--- src/rtl/fsf_pkg.sv ---
// Shared types and constants of the frame store drawing engine.
package fsf_pkg;

  localparam int ROWS_DEF     = 128;
  localparam int BPR_DEF      = 32;
  localparam int PIX_PER_BYTE = 4;
  localparam int FIELD_W      = 10;
  localparam int RAD_W        = 9;
  localparam int SQ_W         = 2 * RAD_W;
  localparam int COORD_W      = 13;

  typedef logic signed [COORD_W-1:0] coord_t;

  typedef enum logic [2:0] {
    MODE_CLEAR  = 3'd0,
    MODE_FILL   = 3'd1,
    MODE_HOLLOW = 3'd2,
    MODE_DISC   = 3'd3,
    MODE_RING   = 3'd4,
    MODE_READ   = 3'd5
  } mode_t;

  typedef enum logic [2:0] {
    K_CLEAR, K_FILL, K_HOLLOW, K_DISC, K_RING, K_READ, K_NOP
  } kind_t;

  typedef struct packed {
    kind_t                 kind;
    logic [FIELD_W-1:0]    x;
    logic [FIELD_W-1:0]    y;
    logic [FIELD_W-1:0]    w;
    logic [FIELD_W-1:0]    h;
    logic [RAD_W-1:0]      r;
    logic [FIELD_W-1:0]    t;
  } cmd_t;

  typedef enum logic [3:0] {
    S_CLEAR, S_IDLE, S_RECT, S_RECT_ROW, S_DISC_ROW, S_DISC_MUL, S_DISC_SQ,
    S_DISC_WAIT, S_DISC_NEXT, S_SPAN_START, S_SPAN_RD, S_SPAN_WR, S_READ,
    S_READ_WAIT, S_DONE
  } state_t;

endpackage

--- src/rtl/fsf_front.sv ---
// Command front end: decodes the mode and holds words in a two-entry queue.
module fsf_front (
  input  logic                         clk,
  input  logic                         rst,
  input  logic                         cmd_valid,
  output logic                         cmd_ready,
  input  logic [2:0]                   mode,
  input  logic [fsf_pkg::FIELD_W-1:0]  pos_x,
  input  logic [fsf_pkg::FIELD_W-1:0]  pos_y,
  input  logic [fsf_pkg::FIELD_W-1:0]  rect_width,
  input  logic [fsf_pkg::FIELD_W-1:0]  rect_height,
  input  logic [fsf_pkg::RAD_W-1:0]    radius,
  input  logic [fsf_pkg::FIELD_W-1:0]  thickness,
  output logic                         q_valid,
  output fsf_pkg::cmd_t                q_cmd,
  input  logic                         q_pop
);

  fsf_pkg::cmd_t q_mem [2];
  fsf_pkg::cmd_t in_cmd;
  fsf_pkg::kind_t in_kind;
  logic          wr_ptr;
  logic          rd_ptr;
  logic [1:0]    count;
  logic          push;

  always_comb begin
    case (mode)
      fsf_pkg::MODE_CLEAR:  in_kind = fsf_pkg::K_CLEAR;
      fsf_pkg::MODE_FILL:   in_kind = fsf_pkg::K_FILL;
      fsf_pkg::MODE_HOLLOW: in_kind = fsf_pkg::K_HOLLOW;
      fsf_pkg::MODE_DISC:   in_kind = fsf_pkg::K_DISC;
      fsf_pkg::MODE_RING:   in_kind = fsf_pkg::K_RING;
      fsf_pkg::MODE_READ:   in_kind = fsf_pkg::K_READ;
      default:              in_kind = fsf_pkg::K_NOP;
    endcase
  end

  assign in_cmd = '{kind: in_kind, x: pos_x, y: pos_y, w: rect_width,
                    h: rect_height, r: radius, t: thickness};

  assign cmd_ready = (count != 2'd2);
  assign push      = cmd_valid && cmd_ready;
  assign q_valid   = (count != 2'd0);
  assign q_cmd     = q_mem[rd_ptr];

  always_ff @(posedge clk) begin
    if (push) q_mem[wr_ptr] <= in_cmd;
  end

  always_ff @(posedge clk) begin
    if (rst) begin
      wr_ptr <= 1'b0;
      rd_ptr <= 1'b0;
      count  <= 2'd0;
    end else begin
      if (push) wr_ptr <= ~wr_ptr;
      if (q_pop) rd_ptr <= ~rd_ptr;
      count <= count + 2'(push) - 2'(q_pop);
    end
  end

`ifndef SYNTHESIS
  a_no_pop_empty: assert property (@(posedge clk) disable iff (rst) q_pop |-> count != 2'd0)
    else $error("queue popped while empty");
  a_count_range: assert property (@(posedge clk) disable iff (rst) count != 2'd3)
    else $error("queue count beyond depth");
`endif

endmodule

--- config.mk ---
export PLATFORM = sky130hd
export DESIGN_NAME = fsf_front
export DESIGN_NICKNAME = d
export VERILOG_FILES = /design/src/rtl/fsf_pkg.sv /design/src/rtl/fsf_front.sv
export SDC_FILE = /design/constraint.sdc
export NUM_CORES = 1
export LEC_CHECK = 0
export ABC_CLOCK_PERIOD_IN_PS = 2800
export BUFFER_PORTS_ARGS = -buffer_cell sky130_fd_sc_hd__buf_2
export CAP_MARGIN = 40
export CORE_UTILIZATION = 52
export DETAILED_ROUTE_END_ITERATION = 6
export PLACE_DENSITY_LB_ADDON = 0.3
export SLEW_MARGIN = 20
export SYNTH_ARGS = -nofsm -noshare
export SYNTH_HDL_FRONTEND = slang
export SYNTH_SLANG_ARGS = --single-unit
--- constraint.sdc ---
create_clock -name clk -period 2.8 [get_ports clk]
set_clock_uncertainty 0.1 [all_clocks]
set_input_delay 0.14 -clock clk [delete_from_list [all_inputs] [get_ports clk]]
set_output_delay 0.14 -clock clk [all_outputs]
set_load 0.03 [all_outputs]
==> key figures, run 1 <==
Finish
  – Fin cells: ~560
  – # diodes: 0
  – Area growth from synthesis to layout: 42.1%
  – Final net count: about 500
  – Fraction of final layout cells sized beyond drive strength 1: around 48%

Setup path
  – Reg2Reg Capture Point: q_mem[0][19]
  – CP peak stage delay: approximately 0.47 ns
  – Slowest stage cell, crit path: dfxtp_2
  – WP data required: approximately 2.6 ns
  – Worst r2r src: count[0]
  – Setup CP Type: reg2out
  – Cell Chain, Critical Path: buf_4, mux2_2, buf_2
  – Crit path max fanout: 21
  – CP startpoint kind: register
  – CP endpoint kind: output port
  – Critical path endpoint: q_cmd[22]
  – R2R depth: 4
  – Data arrival, critical path: ~1.9 ns
  – R2R setup slack: ~0.9 ns

Pwr
  – Pwr Density: between 700 and 800 mW/mm2
  – Leakage power total: approximately 2.6 nW
  – VDD IR-drop max: slightly above 0.5 mV

Min path
  – Hold Crit Class: in2reg
  – Min-delay src: pos_x[3]

GRT
  – GRT Util Overall: approximately a fifth
  – Gr ovfl total: 0
  – Vias in the first global route: roughly 2,900
  – Largest net degree at the start of global routing: 39
  – Antenna violations before repair: 0
  – First-pass GRT wire length: 14,200 um

Logic synthesis
  – Synth Area in XOR/XNOR: less than 1%
  – Largest family of logic cells by synthesized area: multiplexers
  – Synth cell types: 24
  – Mapped Area: approximately 0.0047 mm2
  – Syn Nets: approximately 290
  – Post-Synth Adder-Cell Area: less than 1%
  – Yosys reg bits: approximately 130
  – Cells after synthesis: about 230
  – Mapped Avg Cell Area: 21.0 um2
  – Simple-gate portion of the synthesized area: under 10%
  – Post-synthesis sequential area ratio: ~80%
  – Post-synthesis mux area share: 14.8%
  – Complex-gate fraction of the synthesized area: less than 1%
  – Synth Warn #: 0

Place
  – Buffers on Ports: about 130
  – DP HPWL: between 5000 and 6000 um
  – GP Congestion: 0.695
  – DP Cell Count: ~460

Clock tree
  – Clk_lat worst skew: 0.51 ns
  – CTS tree: done
  – H-tree depth: 4
  – Clk sink count: roughly 130
  – Clock tree buffer depth: 2
  – Clk slew on worst S/H paths: 0.06 ns
  – CTS Buf Count: 17
  – Root Buffer: clkbuf_8
  – Cts repair resizes: 0

STA
  – Setup TNS: 0 ns
  – Minimum clock period: 2.14 ns
  – Worst Tran Pin Value: between 0.5 and 0.6 ns
  – Slew HR: a little over three fifths
  – Slew Viols, Final: 0
  – Unrepaired setup endpoints after global routing: no
  – Period utilization: around three quarters
  – Worst Hold Slack: between 0.2 and 0.3 ns
  – Fin. Hold Viols: 0
  – Setup violations, final: 0
  – Max Fclk: between 400 and 500 MHz

Floorplanning
  – Core Rows: 34
  – Core ar.: between 0.008 and 0.009 mm2
  – DIE AREA: approximately 0.0095 mm2
  – Die height: slightly below 100 um
  – Starting Density: a little over half
  – Die X: between 90 and 100 um
  – IO Pins: 130

Outcome
  – Status: complete, no violations

Routing
  – Drt total wl: about 9100 um
  – Antenna viol nets, final: 0
  – DR WL/cell: 16.3 um
  – DRC marker count from the first detailed-route iteration: roughly 120
  – # DRC: 0
  – 1st-pass router iterations: 4
  – Via count: ~2,800
  – Vias per cell: roughly 5

Job
  – Max Cap Viol: 0
-- how the worst min path moves through the flow --
stage / end / cells past startpoint
after floorplan: wr_ptr / 1
after global placement: q_mem[1][28] / 1
after detailed placement: q_mem[1][8] / 1
after CTS: q_mem[1][44] / 2
after global routing: q_mem[1][49] / 2
final: q_mem[1][52] / 2
-- routing by layer --
layer | up-vias | share of wire (%) | global-route usage, %
met5 | - | 0 | 0
met4 | 0 | 1.8 | 9.62
li1 | 1307 | - | -
met2 | 98 | 54 | 35.3
met3 | 15 | 4.8 | 4.96
met1 | 1353 | 39 | 23.4
-- cells in the mapped netlist, drive strengths merged --
cell type / count / area, um2
a2111oi: 1 / 8.76
a21bo: 1 / 10.0
a21boi: 2 / 15.0
a21oi: 1 / 5.00
and3: 1 / 6.26
buf: 7 / 35.0
clkbuf: 2 / 7.51
dfxtp: 5 / 100
edfxtp: 124 / 3720
ha: 1 / 12.5
inv: 4 / 15.0
mux2: 62 / 698
nand2: 1 / 3.75
nand2b: 1 / 6.26
nand3b: 1 / 7.51
nand4: 2 / 12.5
nand4b: 1 / 8.76
nor2: 3 / 11.3
nor2b: 1 / 6.26
or2: 1 / 6.26
or4b: 1 / 10.0
xnor2: 2 / 17.5
-- sequential cells by signal, indices dropped and copies added, names as in the netlist, named ones only --
name	flops
q_mem	124
count	2
rd_ptr	1
wr_ptr	1
-- through the flow --
step | setup WS (ns) | power [mW] | instance area, um2 | util [%]
after floorplan | 0.216 | 2.91 | 4730 | -
after global placement | 0.986 | 3.15 | 5540 | 63.2
after detailed placement | 0.921 | 3.17 | 5540 | 63.2
after CTS | 0.634 | 5.15 | 6720 | 76.7
after global routing | 0.564 | 5.29 | 6720 | 76.7
final | 0.664 | 5.12 | 6720 | 76.7
-- repair_timing --
action / CTS / global route
buffers inserted: 0 / 0
hold endpoints to repair: 129 / 0
hold buffers: 66 / 0
-- cell families (layout without fill, tap and decap cells) --
group,after synthesis,count (layout)
AO/OA/AOI/OAI,5,5
adder cells (fa/ha/maj),1,1
AND/OR/NAND/NOR,13,13
XOR/XNOR,2,2
multiplexers,62,62
flip-flops,129,129
buffers and inverters,13,237
-- where the power goes --
group / switching, mW / leakage [nW] / internal (mW)
registers: 0.0437 / 1.20 / 2.31
logic: 0.522 / 1.13 / 0.327
clock network: 0.753 / 0.259 / 1.16
-- layout make-up --
| class | instances | area [um2] |
|---|---|---|
| timing repair buffer | 201 | 1380 |
| clock inverter | 12 | 93.8 |
| multi-input combinational | 83 | 847 |
| clock buffer | 20 | 425 |
| tap | 108 | 135 |
| inverter | 4 | 15.0 |
| sequential | 129 | 3820 |
| fill | 526 | 2050 |
-- worst max-delay path: cells and delay by family (launching register included) --
| kind | cells | cell delay (ns) |
|---|---|---|
| buffers and inverters | 2 | 0.53 |
| DFF | 1 | 0.47 |
| muxes | 1 | 0.39 |
-- cells in the final DEF (no fill, tap or decap), types with 2 or more instances in the layout --
| master | Yosys | layout |
|---|---|---|
| buf_4 | 0 | 4 |
| nand4_1 | 2 | 2 |
| clkbuf_1 | 2 | 3 |
| buf_12 | 0 | 2 |
| mux2_2 | 49 | 49 |
| nor2_1 | 3 | 3 |
| mux2_1 | 13 | 13 |
| clkinv_4 | 0 | 2 |
| dfxtp_1 | 5 | 4 |
| inv_1 | 4 | 3 |
| edfxtp_1 | 124 | 124 |
| clkbuf_16 | 0 | 16 |
| dlygate4sd3_1 | 0 | 66 |
| xnor2_1 | 2 | 2 |
| clkinv_2 | 0 | 7 |
| buf_2 | 7 | 129 |
Power figures use the tool's default switching activity.
==> run 2: changes to the inputs <==
Settings changed: ABC_CLOCK_PERIOD_IN_PS 2800 to 1700, CORE_UTILIZATION 52 to 47.
Clock period 2.8 ns to 1.7 ns, I/O delays scaled along.
==> key figures, run 2 (synthesis results as in run 1) <==
Outcome
  – Status: finished with violations
  – Failing checks: negative setup slack

Finish
  – # diodes: 0 (unchanged)
  – Biggest regs: q_mem (124), count (2)
  – Fraction of final layout cells sized beyond drive strength 1: 51.9% (+3.5 points)
  – Finished layout cell area: 0.00742 mm2 (+10%)
  – # fillers: 586 (+11%)
  – Commonest non-fill, non-tap cell in the layout: edfxtp_1
  – Most flops, register: q_mem
  – Max reg flops: 124 (unchanged)
  – Area growth from synthesis to layout: 56.9%
  – Commonest non-fill, non-tap cells in the layout: edfxtp_1 (124), buf_2 (76), dlygate4sd3_1 (66)
  – Finished Core Util: 75.9% (-0.77 points)
  – Final net count: 513 (+2.0%)
  – Fin cells: 592 (+6.3%)

Setup path
  – R2R setup slack: 0.04 ns (-0.86 ns)
  – Slowest stage cell, crit path: dfxtp_4
  – Crit path max fanout: 22 (+4.8%)
  – Reg2Reg Capture Point: count[1]
  – R2R depth: 6 (+2)
  – Data arrival, critical path: 1.64 ns (-0.26 ns)
  – Crit-path leading delay family: flip-flops
  – Setup CP Type: reg2out
  – Worst r2r src: count[0]
  – CP endpoint kind: output port
  – CP peak stage delay: 0.39 ns (-0.08 ns)
  – Cell Chain, Critical Path: buf_12, mux2_2, buf_4
  – CP startpoint kind: register
  – WP data required: 1.51 ns (-1.05 ns)
  – Buffers and inverters on the worst path: 2 (unchanged)

Pwr
  – Pwr Density: 1230 mW/mm2 (+62%)
  – Leakage power total: 2.90 nW (+12%)
  – VDD IR-drop max: 0.678 mV (+31%)

Routing
  – Via count: 2,799 (+0.94%)
  – DRC marker count from the first detailed-route iteration: 79 (-32%)
  – DR WL/cell: 16.6 um (+1.7%)
  – Drt total wl: 9840 um (+8.1%)
  – 1st-pass router iterations: 4 (unchanged)
  – # DRC: 0 (unchanged)
  – Antenna viol nets, final: 0 (unchanged)
  – Vias per cell: 4.73 (-5.0%)

STA
  – Slew HR: 80.2% (+18 points)
  – Setup TNS: -5.67 ns (-5.67 ns)
  – Slew Viols, Final: 0 (unchanged)
  – Setup violations, final: 62 (+62)
  – Minimum clock period: about 1.8 ns
  – Unrepaired setup endpoints after global routing: yes
  – Setup WS post-layout: -0.127 ns (-0.792 ns)
  – Fin. Hold Viols: 0 (unchanged)
  – Max Fclk: between 500 and 600 MHz
  – Worst Tran Pin Value: 0.297 ns (-0.265 ns)
  – Period utilization: 107%

Clock tree
  – H-tree depth: 4 (unchanged)
  – Clock tree buffer depth: 2 (unchanged)
  – Clk slew on worst S/H paths: 0.06 ns (about the same)
  – Clk_lat worst skew: 0.51 ns (about the same)
  – Clk sink count: 129 (unchanged)
  – CTS Buf Count: 17 (unchanged)
  – CTS tree: done
  – Root Buffer: clkbuf_8

Min path
  – Worst hold path cell count: 2 (unchanged)
  – Hold Crit Class: in2reg
  – Min-delay src: radius[1]
  – Hold endpoint: q_mem[1][11]

Place
  – GP Congestion: 0.635 (-8.7%)
  – Post-DP Area: 0.00563 mm2 (+1.6%)
  – Place WS: 0.00140 ns (-0.919 ns)
  – DP HPWL: 4860 um (-7.6%)
  – DP Cell Count: 485 (+5.7%)
  – Buffers on Ports: 129 (unchanged)

GRT
  – Vias in the first global route: 2,955 (+2.4%)
  – Gr ovfl total: 0 (unchanged)
  – GRT Util Overall: 18.8% (-1.3 points)
  – Antenna violations before repair: 0 (unchanged)
  – Largest net degree at the start of global routing: 46 (+18%)
  – First-pass GRT wire length: 13,900 um (-1.6%)

Floorplanning
  – DIE AREA: 0.0105 mm2 (+10%)
  – Starting Density: 48.4% (-5.6 points)
  – Die height: 102 um (+5.1%)
  – Die X: 102 um (+5.1%)
  – Core Rows: 36 (+5.9%)
  – Core ar.: 0.00977 mm2 (+12%)
  – IO Pins: 130 (unchanged)

Job
  – Max Cap Viol: 0 (unchanged)
-- run 2: cell count changes in the layout (fill, tap and decap cells not counted), sizes merged --
| cell | previous run | this run |
|---|---|---|
| buf | 135 | 143 |
| clkinv | 10 | 7 |
| clkinvlp | 1 | 4 |
| bufinv | 1 | 3 |
| clkbuf | 20 | 21 |
| inv | 4 | 3 |
-- run 2: report_power, final --
group	total, mW	internal (mW)	switching [mW]
logic	1.83	0.883	0.947
clock network	3.44	2.20	1.24
registers	3.89	3.81	0.0793
total	9.16	6.89	2.26
-- run 2: timing repair --
item | 4_1_cts | 5_1_grt
resized for setup | 114 | 23
hold endpoints to repair | 129 | 0
setup buffers | 5 | 3
setup endpoints to repair | 63 | 63
hold buffers | 66 | 0
gates cloned | 1 | 2
pin swaps | 0 | 0
-- run 2: worst reg2reg max path, cell delays in order, from the launching register on --
cell,delay [ns]
dfxtp_2,0.32
nand2b_4,0.13
nand2_1,0.07
xnor2_1,0.13
ha_2,0.19
or4b_1,0.53
nand4b_1,0.12
-- run 2: layout make-up --
cell class                 instances  area, um2  share of cell area, %
timing repair buffer             211       1860                   25.1
tap                              133        166                   2.24
clock buffer                      19        422                   5.68
multi-input combinational         83        978                   13.2
inverter                           4       18.8                  0.253
clock inverter                    13        144                   1.94
sequential                       129       3830                   51.6
-- run 2: stage by stage --
step	hold WS, ns	power (mW)
after floorplan	0.0492	4.81
after global placement	0.173	5.23
after detailed placement	0.176	5.25
after CTS	0.165	9.11
after global routing	0.178	9.47
final	0.195	9.16
-- run 2: routing by layer --
layer	GRT usage, %	part of all wire (%)
met5	0	0
met4	8.24	0.81
met3	7.18	5.7
met2	34.2	56
met1	19.2	38
-- run 2: worst max path at each step --
| stage | to | from | cells past startpoint |
|---|---|---|---|
| 2_1_floorplan | q_mem[0][0] | count[0] | 3 |
| 3_3_place_gp | count[1] | count[0] | 6 |
| 3_5_place_dp | count[1] | count[0] | 6 |
| 4_1_cts | q_cmd[2] | register | 4 |
| 5_1_grt | q_cmd[44] | register | 4 |
| 6_report | q_cmd[59] | register | 3 |
